### src/hdl/alpha_rect_fill_blend_macros.svh
// Assertion wrappers for the rectangle fill block.
// Define NO_ASSERTIONS to compile them away.
`ifndef ALPHA_RECT_FILL_BLEND_MACROS_SVH
`define ALPHA_RECT_FILL_BLEND_MACROS_SVH

`ifndef NO_ASSERTIONS

// Check a consequent in the same cycle as its antecedent.
`define ARFB_ASSERT_NOW(lbl, ante, cons, msg) \
  lbl: assert property (@(posedge clk) disable iff (rst) (ante) |-> (cons)) \
    else $error(msg);

// Check a consequent in a later cycle than its antecedent.
`define ARFB_ASSERT_LATER(lbl, ante, cons, msg) \
  lbl: assert property (@(posedge clk) disable iff (rst) (ante) |-> ##2 (cons)) \
    else $error(msg);

`else

`define ARFB_ASSERT_NOW(lbl, ante, cons, msg)
`define ARFB_ASSERT_LATER(lbl, ante, cons, msg)

`endif

`endif

### src/hdl/arfb_pkg.sv
package arfb_pkg;

  localparam int APB_ADDR_W = 5;
  localparam int OFFSET_W   = 20;

  // Register indexes, byte address is 4 * index
  typedef enum logic [2:0] {
    REG_RECT_LEFT     = 3'd0,
    REG_RECT_TOP      = 3'd1,
    REG_RECT_WIDTH    = 3'd2,
    REG_RECT_HEIGHT   = 3'd3,
    REG_FILL_COLOR    = 3'd4,
    REG_SCREEN_WIDTH  = 3'd5,
    REG_SCREEN_HEIGHT = 3'd6,
    REG_LINE_STRIDE   = 3'd7
  } arfb_reg_e;

  localparam logic [10:0] SCREEN_WIDTH_RST  = 11'd480;
  localparam logic [10:0] SCREEN_HEIGHT_RST = 11'd272;
  localparam logic [10:0] LINE_STRIDE_RST   = 11'd512;
  localparam logic [7:0]  ALPHA_OPAQUE      = 8'hFF;

  typedef struct packed {
    logic        first;
    logic [31:0] dest_pixel;
  } arfb_in_t;

  typedef struct packed {
    logic [OFFSET_W-1:0] pixel_offset;
    logic [31:0]         pixel_value;
    logic                write_enable;
    logic                last;
  } arfb_out_t;

  // Clipped placement, fixed-width part
  typedef struct packed {
    logic [9:0]  x0;
    logic [9:0]  y0;
    logic [10:0] stride;
    logic        empty;
  } arfb_geom_t;

  // Premultiplied colour and its alpha class
  typedef struct packed {
    logic [31:0] color;
    logic        alpha_zero;
    logic        alpha_full;
  } arfb_fill_t;

  // Scale each RGB byte by a, keeping the high byte of each product
  function automatic logic [23:0] scale_rgb(input logic [31:0] c, input logic [7:0] a);
    logic [15:0] pr;
    logic [15:0] pg;
    logic [15:0] pb;
    pr = c[23:16] * a;
    pg = c[15:8] * a;
    pb = c[7:0] * a;
    return {pr[15:8], pg[15:8], pb[15:8]};
  endfunction

endpackage

### src/hdl/arfb_regs.sv
module arfb_regs #(
  parameter int MAX_DIM = 1024,
  parameter int CNT_W   = 10
) (
  input  logic                               clk,
  input  logic                               rst,
  input  logic                               psel,
  input  logic                               penable,
  input  logic                               pwrite,
  input  logic [arfb_pkg::APB_ADDR_W-1:0]    paddr,
  input  logic [31:0]                        pwdata,
  output logic [31:0]                        prdata,
  output arfb_pkg::arfb_geom_t               geom,
  output arfb_pkg::arfb_fill_t               fill,
  output logic [CNT_W:0]                     clip_w,
  output logic [CNT_W:0]                     clip_h
);
  import arfb_pkg::*;

  localparam int CW = (CNT_W + 3 > 14) ? CNT_W + 3 : 14;
  localparam logic signed [CW-1:0] MAX_S = CW'(MAX_DIM);

  logic [10:0] rect_left;
  logic [10:0] rect_top;
  logic [10:0] rect_width;
  logic [10:0] rect_height;
  logic [31:0] fill_color;
  logic [10:0] screen_width;
  logic [10:0] screen_height;
  logic [10:0] line_stride;

  logic                 wr_en;
  arfb_reg_e            wr_idx;
  logic signed [CW-1:0] xa, ya, wa, ha, sw, sh;
  logic signed [CW-1:0] x1, y1, w2, h2, w3, h3, w4, h4;
  logic [7:0]           alpha;
  logic [31:0]          premul;

  assign wr_en  = psel & penable & pwrite;
  assign wr_idx = arfb_reg_e'(paddr[APB_ADDR_W-1:2]);

  // Register writes
  always_ff @(posedge clk) begin
    if (rst) begin
      rect_left     <= '0;
      rect_top      <= '0;
      rect_width    <= '0;
      rect_height   <= '0;
      fill_color    <= '0;
      screen_width  <= SCREEN_WIDTH_RST;
      screen_height <= SCREEN_HEIGHT_RST;
      line_stride   <= LINE_STRIDE_RST;
    end else if (wr_en) begin
      unique case (wr_idx)
        REG_RECT_LEFT:     rect_left     <= pwdata[10:0];
        REG_RECT_TOP:      rect_top      <= pwdata[10:0];
        REG_RECT_WIDTH:    rect_width    <= pwdata[10:0];
        REG_RECT_HEIGHT:   rect_height   <= pwdata[10:0];
        REG_FILL_COLOR:    fill_color    <= pwdata;
        REG_SCREEN_WIDTH:  screen_width  <= pwdata[10:0];
        REG_SCREEN_HEIGHT: screen_height <= pwdata[10:0];
        REG_LINE_STRIDE:   line_stride   <= pwdata[10:0];
        default: ;
      endcase
    end
  end

  // Read back
  always_comb begin
    unique case (arfb_reg_e'(paddr[APB_ADDR_W-1:2]))
      REG_RECT_LEFT:     prdata = {21'd0, rect_left};
      REG_RECT_TOP:      prdata = {21'd0, rect_top};
      REG_RECT_WIDTH:    prdata = {21'd0, rect_width};
      REG_RECT_HEIGHT:   prdata = {21'd0, rect_height};
      REG_FILL_COLOR:    prdata = fill_color;
      REG_SCREEN_WIDTH:  prdata = {21'd0, screen_width};
      REG_SCREEN_HEIGHT: prdata = {21'd0, screen_height};
      REG_LINE_STRIDE:   prdata = {21'd0, line_stride};
      default:           prdata = '0;
    endcase
  end

  // Clip the rectangle to the screen and saturate at the maximum size
  always_comb begin
    xa = CW'($signed(rect_left));
    ya = CW'($signed(rect_top));
    wa = CW'($signed({1'b0, rect_width}));
    ha = CW'($signed({1'b0, rect_height}));
    sw = CW'($signed({1'b0, screen_width}));
    sh = CW'($signed({1'b0, screen_height}));
    if (xa < 0) begin
      w2 = wa + xa;
      x1 = '0;
    end else begin
      w2 = wa;
      x1 = xa;
    end
    if (ya < 0) begin
      h2 = ha + ya;
      y1 = '0;
    end else begin
      h2 = ha;
      y1 = ya;
    end
    w3 = (x1 + w2 > sw) ? sw - x1 : w2;
    h3 = (y1 + h2 > sh) ? sh - y1 : h2;
    w4 = (w3 > MAX_S) ? MAX_S : w3;
    h4 = (h3 > MAX_S) ? MAX_S : h3;
  end

  // Premultiply the colour by the inverse alpha unless alpha is zero or opaque
  assign alpha  = fill_color[31:24];
  assign premul = (alpha == 8'd0 || alpha == ALPHA_OPAQUE) ? fill_color
                : {alpha, scale_rgb(fill_color, ALPHA_OPAQUE - alpha)};

  // Hold derived values for the pixel path
  always_ff @(posedge clk) begin
    geom.x0         <= x1[9:0];
    geom.y0         <= y1[9:0];
    geom.stride     <= line_stride;
    geom.empty      <= (line_stride == 11'd0) || (w4 <= 0) || (h4 <= 0);
    clip_w          <= w4[CNT_W:0];
    clip_h          <= h4[CNT_W:0];
    fill.color      <= premul;
    fill.alpha_zero <= (alpha == 8'd0);
    fill.alpha_full <= (alpha == ALPHA_OPAQUE);
  end

endmodule

### src/hdl/arfb_pixel.sv
module arfb_pixel #(
  parameter int CNT_W = 10
) (
  input  logic                 clk,
  input  logic                 rst,
  input  logic                 dest_valid,
  output logic                 dest_ready,
  input  arfb_pkg::arfb_in_t   dest_data,
  output logic                 result_valid,
  input  logic                 result_ready,
  output arfb_pkg::arfb_out_t  result_data,
  input  arfb_pkg::arfb_geom_t geom,
  input  arfb_pkg::arfb_fill_t fill,
  input  logic [CNT_W:0]       clip_w,
  input  logic [CNT_W:0]       clip_h
);
  import arfb_pkg::*;

  localparam int YW     = ((CNT_W > 10) ? CNT_W : 10) + 1;
  localparam int PROD_W = YW + 11;

  logic             s1_valid;
  arfb_in_t         s1;
  logic             s1_adv;
  logic [CNT_W-1:0] column_count;
  logic [CNT_W-1:0] row_count;
  logic [CNT_W-1:0] column_count_next;
  logic [CNT_W-1:0] row_count_next;

  logic [CNT_W-1:0]  col_base, row_base, col_cur, row_cur;
  logic              out_of_area;
  logic [CNT_W:0]    col_inc, row_inc;
  logic              wrap_col, wrap_row;
  logic [YW-1:0]     y_sum;
  logic [PROD_W-1:0] off_sum;
  logic [31:0]       blend;
  arfb_out_t         res;

  assign s1_adv     = s1_valid && (!result_valid || result_ready);
  assign dest_ready = !s1_valid || s1_adv;

  // Input stage
  always_ff @(posedge clk) begin
    if (rst) begin
      s1_valid <= 1'b0;
    end else if (dest_ready) begin
      s1_valid <= dest_valid;
    end
    if (dest_valid && dest_ready) begin
      s1 <= dest_data;
    end
  end

  // Raster position: restart on first or when outside the clipped area
  always_comb begin
    col_base    = s1.first ? '0 : column_count;
    row_base    = s1.first ? '0 : row_count;
    out_of_area = ({1'b0, col_base} >= clip_w) || ({1'b0, row_base} >= clip_h);
    col_cur     = out_of_area ? '0 : col_base;
    row_cur     = out_of_area ? '0 : row_base;
    col_inc     = {1'b0, col_cur} + 1'b1;
    row_inc     = {1'b0, row_cur} + 1'b1;
    wrap_col    = col_inc >= clip_w;
    wrap_row    = wrap_col && (row_inc >= clip_h);
    if (geom.empty || wrap_col) begin
      column_count_next = '0;
    end else begin
      column_count_next = col_inc[CNT_W-1:0];
    end
    if (geom.empty || wrap_row) begin
      row_count_next = '0;
    end else if (wrap_col) begin
      row_count_next = row_inc[CNT_W-1:0];
    end else begin
      row_count_next = row_cur;
    end
  end

  // Word offset and blended value
  always_comb begin
    y_sum   = YW'(geom.y0) + YW'(row_cur);
    off_sum = PROD_W'(y_sum) * PROD_W'(geom.stride)
            + PROD_W'(geom.x0) + PROD_W'(col_cur);
    blend   = {8'd0, fill.color[23:0]} + {8'd0, scale_rgb(s1.dest_pixel, fill.color[31:24])};
    res.pixel_offset = off_sum[OFFSET_W-1:0];
    res.last         = wrap_row;
    if (fill.alpha_zero) begin
      res.pixel_value  = fill.color;
      res.write_enable = 1'b1;
    end else if (fill.alpha_full) begin
      res.pixel_value  = s1.dest_pixel;
      res.write_enable = 1'b0;
    end else begin
      res.pixel_value  = blend;
      res.write_enable = 1'b1;
    end
    if (geom.empty) begin
      res = '0;
      res.last = 1'b1;
    end
  end

  // Result register and counters advance together
  always_ff @(posedge clk) begin
    if (rst) begin
      result_valid <= 1'b0;
      column_count <= '0;
      row_count    <= '0;
    end else begin
      if (s1_adv) begin
        result_valid <= 1'b1;
        column_count <= column_count_next;
        row_count    <= row_count_next;
      end else if (result_ready) begin
        result_valid <= 1'b0;
      end
    end
    if (s1_adv) begin
      result_data <= res;
    end
  end

endmodule

### src/hdl/alpha_rect_fill_blend.sv
// Alpha-blended rectangle fill. Destination pixels of the clipped rectangle
// are streamed in raster order, one beat per clock unless either handshake
// stalls, and each gives one result beat with its word offset, new value,
// write enable and a last flag. A beat passes an input stage, then a result
// register; the blend and offset multiply between them are combinational.
// Clipping and the colour premultiply are registered from the configuration
// registers. An empty area or zero stride answers every beat with last set
// and no write. Asserting first on a beat restarts at the top-left corner.
`include "alpha_rect_fill_blend_macros.svh"

module alpha_rect_fill_blend #(
  parameter int MAX_DIM = 1024
) (
  input  logic                            clk,
  input  logic                            rst,
  input  logic                            psel,
  input  logic                            penable,
  input  logic                            pwrite,
  input  logic [arfb_pkg::APB_ADDR_W-1:0] paddr,
  input  logic [31:0]                     pwdata,
  output logic [31:0]                     prdata,
  output logic                            pready,
  input  logic                            dest_valid,
  output logic                            dest_ready,
  input  arfb_pkg::arfb_in_t              dest_data,
  output logic                            result_valid,
  input  logic                            result_ready,
  output arfb_pkg::arfb_out_t             result_data
);
  import arfb_pkg::*;

  localparam int CNT_W = $clog2(MAX_DIM);

  arfb_geom_t     geom;
  arfb_fill_t     fill;
  logic [CNT_W:0] clip_w;
  logic [CNT_W:0] clip_h;

  assign pready = 1'b1;

  arfb_regs #(
    .MAX_DIM (MAX_DIM),
    .CNT_W   (CNT_W)
  ) u_regs (
    .clk     (clk),
    .rst     (rst),
    .psel    (psel),
    .penable (penable),
    .pwrite  (pwrite),
    .paddr   (paddr),
    .pwdata  (pwdata),
    .prdata  (prdata),
    .geom    (geom),
    .fill    (fill),
    .clip_w  (clip_w),
    .clip_h  (clip_h)
  );

  arfb_pixel #(
    .CNT_W (CNT_W)
  ) u_pixel (
    .clk          (clk),
    .rst          (rst),
    .dest_valid   (dest_valid),
    .dest_ready   (dest_ready),
    .dest_data    (dest_data),
    .result_valid (result_valid),
    .result_ready (result_ready),
    .result_data  (result_data),
    .geom         (geom),
    .fill         (fill),
    .clip_w       (clip_w),
    .clip_h       (clip_h)
  );

  // Empty area never writes and always flags last
  `ARFB_ASSERT_NOW(a_empty_last, result_valid && geom.empty, result_data.last && !result_data.write_enable, "empty area result must be last without write")
  // Opaque alpha leaves the pixel alone
  `ARFB_ASSERT_NOW(a_opaque_nowrite, result_valid && fill.alpha_full, !result_data.write_enable, "opaque fill must not write")
  // After an accepted beat, the result register must later hold a valid result
  `ARFB_ASSERT_LATER(a_accept_result, dest_valid && dest_ready, result_valid, "accepted beat produced no result")

endmodule

### config.mk
export PLATFORM = sky130hd
export DESIGN_NAME = alpha_rect_fill_blend
export DESIGN_NICKNAME = d
export VERILOG_FILES = /design/src/hdl/arfb_pkg.sv /design/src/hdl/arfb_regs.sv /design/src/hdl/arfb_pixel.sv /design/src/hdl/alpha_rect_fill_blend.sv
export VERILOG_INCLUDE_DIRS = /design/src /design/src/hdl
export SDC_FILE = /design/constraint.sdc
export NUM_CORES = 2
export LEC_CHECK = 0
export BUFFER_PORTS_ARGS = -buffer_cell sky130_fd_sc_hd__buf_2
export CORE_MARGIN = 1.5
export CORE_UTILIZATION = 59
export CTS_BUF_LIST = sky130_fd_sc_hd__clkbuf_8
export DETAILED_ROUTE_END_ITERATION = 8
export PLACE_DENSITY = 0.8
export SYNTH_ARGS = -nofsm -noshare
export SYNTH_HDL_FRONTEND = slang
export SYNTH_SLANG_ARGS = --single-unit
### constraint.sdc
create_clock -name clk -period 10.18 [get_ports clk]
set_input_delay 2.036 -clock clk [delete_from_list [all_inputs] [get_ports clk]]
set_output_delay 2.036 -clock clk [all_outputs]
set_load 0.01 [all_outputs]
Yosys cells after proc, flatten, opt, wreduce, memory -nomap -nowiden
Index checks and enable logic that the tools add are counted.
Operators by class
  $add $sub $neg: 13
  multipliers: 7
  order comparisons: 12
  equal/unequal tests: 8
  mux-type cells: 21
  bitwise gates (word level): 2
  reduce and logical (&&, ||, !) cells: 25
Operators by type and width (count)
  32-bit case mux with 8 select lines: 1
  14-bit two-way mux: 8
  8-bit by 8-bit multiplier with 16-bit output: 6
  10-bit two-way mux: 7
  33-bit two-way mux: 2
  20-bit by 10-bit adder with 20-bit output: 2
  14-bit adder: 2
  14-bit by 12-bit greater-than comparator with 1-bit output: 2
  14-bit by 12-bit greater-than comparator with 1-bit output (second input constant): 2
  14-bit by 1-bit less-or-equal comparator with 1-bit output (second input constant): 2
  12-bit by 14-bit subtractor with 14-bit output: 2
  12-bit by 11-bit adder with 13-bit output: 2
  24-bit by 24-bit adder with 25-bit output: 1
  24-bit two-way mux: 1
  10-bit by 1-bit adder with 11-bit output (second input constant): 2
  10-bit by 11-bit >= comparator with 1-bit output: 2
  11-bit >= comparator: 2
  11-bit by 1-bit less-than comparator with 1-bit output (second input constant): 2
  11-bit by 11-bit multiplier with 20-bit output: 1
  2-bit AND reduction: 8
  3-bit equality test (second input constant): 4
  10-bit by 10-bit adder with 11-bit output: 1
  11-bit logical NOT: 1
  8-bit equality test (second input constant): 1
  11 further kinds: 24
Word-level totals
  flip-flop bits (word level): 306
  bits of input ports: 77
  output and inout port bits: 89
  logic and storage cells: 115

Logic depth before layout (Yosys ltp)
  word-level depth: 10
  depth in mapped cells: 42
  mapped depth without buffers: 40

Cells and area by module
A second synthesis with hierarchy kept.
Second synthesis, totals
  cells, all modules: 4056
  area total of the unflattened synthesis: 34583.2 µm²
Modules (own cells, without submodules)
  arfb_pixel: times used 1, cells each 1960, area an instance 17359.1 µm², sequential area each 3052.9 µm²
  arfb_regs: times used 1, cells each 2094, area an instance 17212.8 µm², sequential area each 3943.8 µm²
  alpha_rect_fill_blend: times used 1, cells each 2, area an instance 11.3 µm², sequential area each 0.0 µm²

Least setup slack after synthesis
OpenSTA, ideal clock, no wires.
  path kind: register to register
  start: register u_pixel.s1[32] (netlist bit)
  end: register, netlist name u_pixel.result_data[53]
  data arrival time: 9.412 ns
  required time: 9.914 ns
  slack: 0.502 ns
  stages on the path, launching flop included: 42
  buffers on the path: 3
  clock period less this slack: 9.678 ns
  cells stage by stage: edfxtp_1 -> clkbuf_1 -> nor2b_1 -> ha_1 -> nor2b_1 -> o21ai_0 -> a21oi_1 -> o31a_1 -> o21ai_0 -> nand2b_1 -> a31o_2 -> nor3_1 -> clkbuf_1 -> and2_1 -> ha_1 -> a21o_1 -> a21oi_1 -> o21bai_1 -> (+6 left out) -> inv_1 -> fa_1 -> inv_1 -> fa_1 -> fa_1 -> inv_1 -> fa_1 -> inv_1 -> ha_1 -> inv_1 -> o21ai_0 -> a21boi_0 -> and4_1 -> nor3_1 -> o41a_1 -> o21ai_0 -> xnor2_1 -> nor2_1
On the way
  word-level cells in the longest chain between the ends: 8
RTL lines
  start: declaration: line arfb_pixel.sv:23  | arfb_in_t s1;
  start signal: assignment: line arfb_pixel.sv:50  | s1 <= dest_data;
  10-bit two-way mux (on tied branches): line arfb_pixel.sv:56, arfb_pixel.sv:57
  10-bit by 11-bit >= comparator with 1-bit output: line arfb_pixel.sv:58  | out_of_area = ({1'b0, col_base} >= clip_w) || ({1'b0, row_base} >= clip_h);
  1-bit logical OR: line arfb_pixel.sv:58
  10-bit two-way mux: line arfb_pixel.sv:60  | row_cur = out_of_area ? '0 : row_base;
  10-bit by 10-bit adder with 11-bit output: line arfb_pixel.sv:81  | y_sum = YW'(geom.y0) + YW'(row_cur);
  11-bit by 11-bit multiplier with 20-bit output: line arfb_pixel.sv:82  | off_sum = PROD_W'(y_sum) * PROD_W'(geom.stride)
  20-bit by 10-bit adder with 20-bit output: line arfb_pixel.sv:83  | + PROD_W'(geom.x0) + PROD_W'(col_cur);
  20-bit by 10-bit adder with 20-bit output *: line arfb_pixel.sv:83
Mark *: on every way between the ends. The rest lies on a longest branch, timed or not.
A chain may end at the register's enable or synchronous reset.

Final worst setup path
  start: register u_pixel.s1[32] (netlist bit)
  end: register, netlist name u_pixel.result_data[53]
On the way
  word-level cells in the longest chain between the ends: 8
RTL lines (line)
  10-bit two-way mux (on tied branches): arfb_pixel.sv:56, arfb_pixel.sv:57
  10-bit by 11-bit >= comparator with 1-bit output: arfb_pixel.sv:58
  1-bit logical OR: arfb_pixel.sv:58
  10-bit two-way mux: arfb_pixel.sv:60
  10-bit by 10-bit adder with 11-bit output: arfb_pixel.sv:81
  11-bit by 11-bit multiplier with 20-bit output: arfb_pixel.sv:82
  20-bit by 10-bit adder with 20-bit output: arfb_pixel.sv:83
  20-bit by 10-bit adder with 20-bit output *: arfb_pixel.sv:83
Marked as above.

==> impl_metrics.tcl <==
set metrics [dict create \
    place_inst 4772 \
    antenna_found_initial 1 \
    track_usage 0.2958 \
    pwr_density_cell_nw_per_um2 78.00 \
    dr.first_iter.drc_count 2516 \
    cts_buffers 53 \
    ctsHoldBuffers 0 \
    setup-violations-final 0 \
    crit_arrival_ns 10.05 \
    portBuffers 162 \
    synth.most_common_cell "inv_1" \
    relSlewSlack 0.1652 \
    grt.overflow.total 0 \
    post_drt_wl_per_cell_um 18.05 \
    via_per_inst 5.764 \
    synth_top_area_frac 0.1845 \
    synthDistinctLibCells 90 \
    globalplace.congestion 0.9446 \
    nets 4873 \
    dieArea_um2 59760 \
    worst_pin_slew_ns 1.251 \
    async_flop_share 0 \
    yosys.area.top_type "fa_1" \
    clk_pin_slew_worst_paths_ns 0.08 \
    fp-row-count 88 \
    crit_type "flop to flop" \
    finClkSkew_ns 0.03732 \
    final.min_clock_period_ns 9.642 \
    vdd_drop_max_uv 99.81 \
    synthesis.area_um2 34400 \
    synth_edf_count 87 \
    place.detailed.hpwl_um 66200 \
    leakagePower_uw 0.01773 \
    fp.coreArea_um2 57700 \
    final_hold_viol_count 0 \
    clock.fmax_mhz 103.7 \
    r2r-start "u_pixel.s1[32]" \
    grt_pass1_wl_um 142100 \
    synthesis.nets 4815 \
    required_ns 10.59 \
    drtAntennaViolNets 0 \
    ys_ff_latch 306 \
    finalCritPeriodShare 0.9472 \
    hold_path.class "flop to flop" \
    multi_input_area_um2 24630 \
    area_growth_pct 7.370 \
    ys_top_cells_by_area "fa_1 (18%), ha_1 (15%), dfxtp_1 (13%)" \
    clk_path_buf_depth 3 \
    regArea_um2 6998 \
    grt_max_degree 72 \
    htree_levels 2 \
    maxCapViolCount 0 \
    fp.dieH_um 244.5 \
    critPathMostFrequentCell "inv_1" \
    synthFlopType "dfxtp_1" \
    slowest_delay_ns 0.55 \
    start_kind "flop" \
    status "complete, no violations" \
    start_util 0.5962 \
    critPathBufInv 9 \
    startpoint "u_pixel.s1[32]" \
    seq_area_frac_synth 0.2034 \
    synthTopCellsByCount "inv_1 (545), nand2_1 (431), ha_1 (417)" \
    n_fill_cell 4807 \
    yosys_warnings 0 \
    slew_viol_final 0 \
    io_pins 166 \
    cts_tree "done" \
    cp_top_family "adder cells" \
    firstDrtPassIters 9 \
    crit_path_top_delay_cell "fa_1" \
    stdcell_count 4870 \
    vias 28073 \
    totalWireLength_um 87900 \
    remaining_drc_errors 0 \
    min_from "u_regs.line_stride[1]" \
    rsz0062_at_grt "no" \
    clk_latency_ns 0.69 \
    grt_pass1_vias 27599 \
    cts.root.buffer_cell "clkbuf_8" \
    cp_max_fo 15 \
    end_kind "flop" \
    drive_above_1_share 0.08309 \
    die_width_um 244.5 \
    synth_cells 4004 \
    tns_ns 0 \
    clkSinkCount 306 \
    synth_area_per_cell_um2 8.591 \
]
-- worst reg2reg max path: cells and delay by family, from the launching register on --
family	cells	cell delay (ns)
buf+inv	9	0.99
simple gates	10	1.46
compound gates	12	3.13
fa+ha+maj	8	3.28
xor+xnor	1	0.14
flops	1	0.39
-- logic make-up after synthesis --
logic type                 Yosys count  synth area share
buffers and inverters              741           0.08123
DFF                                306            0.2034
AOI/OAI and AO/OA                  628            0.1180
muxes                               85           0.02634
and+or+nand+nor                   1356            0.1953
adders and majority gates          734            0.3362
xor gates and xnor gates           153           0.03936
other                                1         0.0001090
-- flip-flops by register name (all words and copies together) (netlist names), 32 cells and up --
signal and cells:
u_regs.fill 34, u_regs.geom 32, u_regs.fill_color 32, u_pixel.s1 33, u_pixel.result_data 54
-- stage by stage --
step,utilization,power (µW),hold slack (ns),cell area [µm²],worst slack [ns]
5_1_grt,0.6401,2981,0.3946,36930,0.04899
3_5_place_dp,0.6189,1600,0.3820,35710,0.4470
4_1_cts,0.6398,2897,0.3753,36920,0.4159
2_1_floorplan,-,1499,0.3290,34400,0.5016
6_report,0.6401,2881,0.4014,36930,0.5376
3_3_place_gp,0.6189,1595,0.3799,35710,0.5864
-- what timing repair did --
item                                    4_1_cts  5_1_grt
buffers inserted                              0        0
gates resized for setup                       0        4
endpoints found under the setup margin        0        3
-- layout make-up --
type	count	area share
multi-input cells	2957	0.6669
clock inverters	33	0.008910
flip-flops and latches	306	0.1895
diodes	1	0.00006776
clock buffers	64	0.02385
well taps	765	0.02592
inverters	546	0.05549
repair buffers	198	0.02934
-- cell usage in the layout, fill, tap and decap left out, types with 15 or more instances in the layout --
cell type,n
inv_1,554
nand2_1,431
ha_1,417
fa_1,317
nor2_1,259
dfxtp_1,218
a21oi_1,194
and2_1,177
buf_2,161
nor2b_1,143
o21ai_0,129
nand2b_1,121
xnor2_1,99
edfxtp_1,87
mux2i_1,68
clkbuf_8,64
nor3_1,55
xor2_1,53
nand3_1,49
a21o_1,46
buf_4,37
a211oi_1,34
o21bai_1,24
o211ai_1,23
o21a_1,21
a31oi_1,18
and3_1,17
or3_1,16
nand4_1,15
-- routing by layer --
layer	track usage	part of all wire	vias up
li1	-	-	13284
met1	0.4166	0.44	13537
met2	0.4662	0.45	1082
met3	0.04379	0.082	170
met4	0.09913	0.032	0
met5	0	0	-
-- where the power goes --
| part | total, µW | internal [µW] | switching (µW) |
|---|---|---|---|
| clock network | 1300 | 729 | 572 |
| logic | 268 | 94.5 | 173 |
| registers | 1310 | 1280 | 33.6 |
-- path summary, 6_finish.rpt --
kind | endpoint | slack [ns] | cells past startpoint
worst max register to register | u_pixel.result_data[53] | 0.54 | 40
worst max-delay path | u_pixel.result_data[53] | 0.54 | 40
worst min-delay path | u_regs.geom[2] | 0.40 | 0
worst min register to register | u_regs.geom[2] | 0.40 | 0
Note: power is estimated with default switching activity, not from simulation.
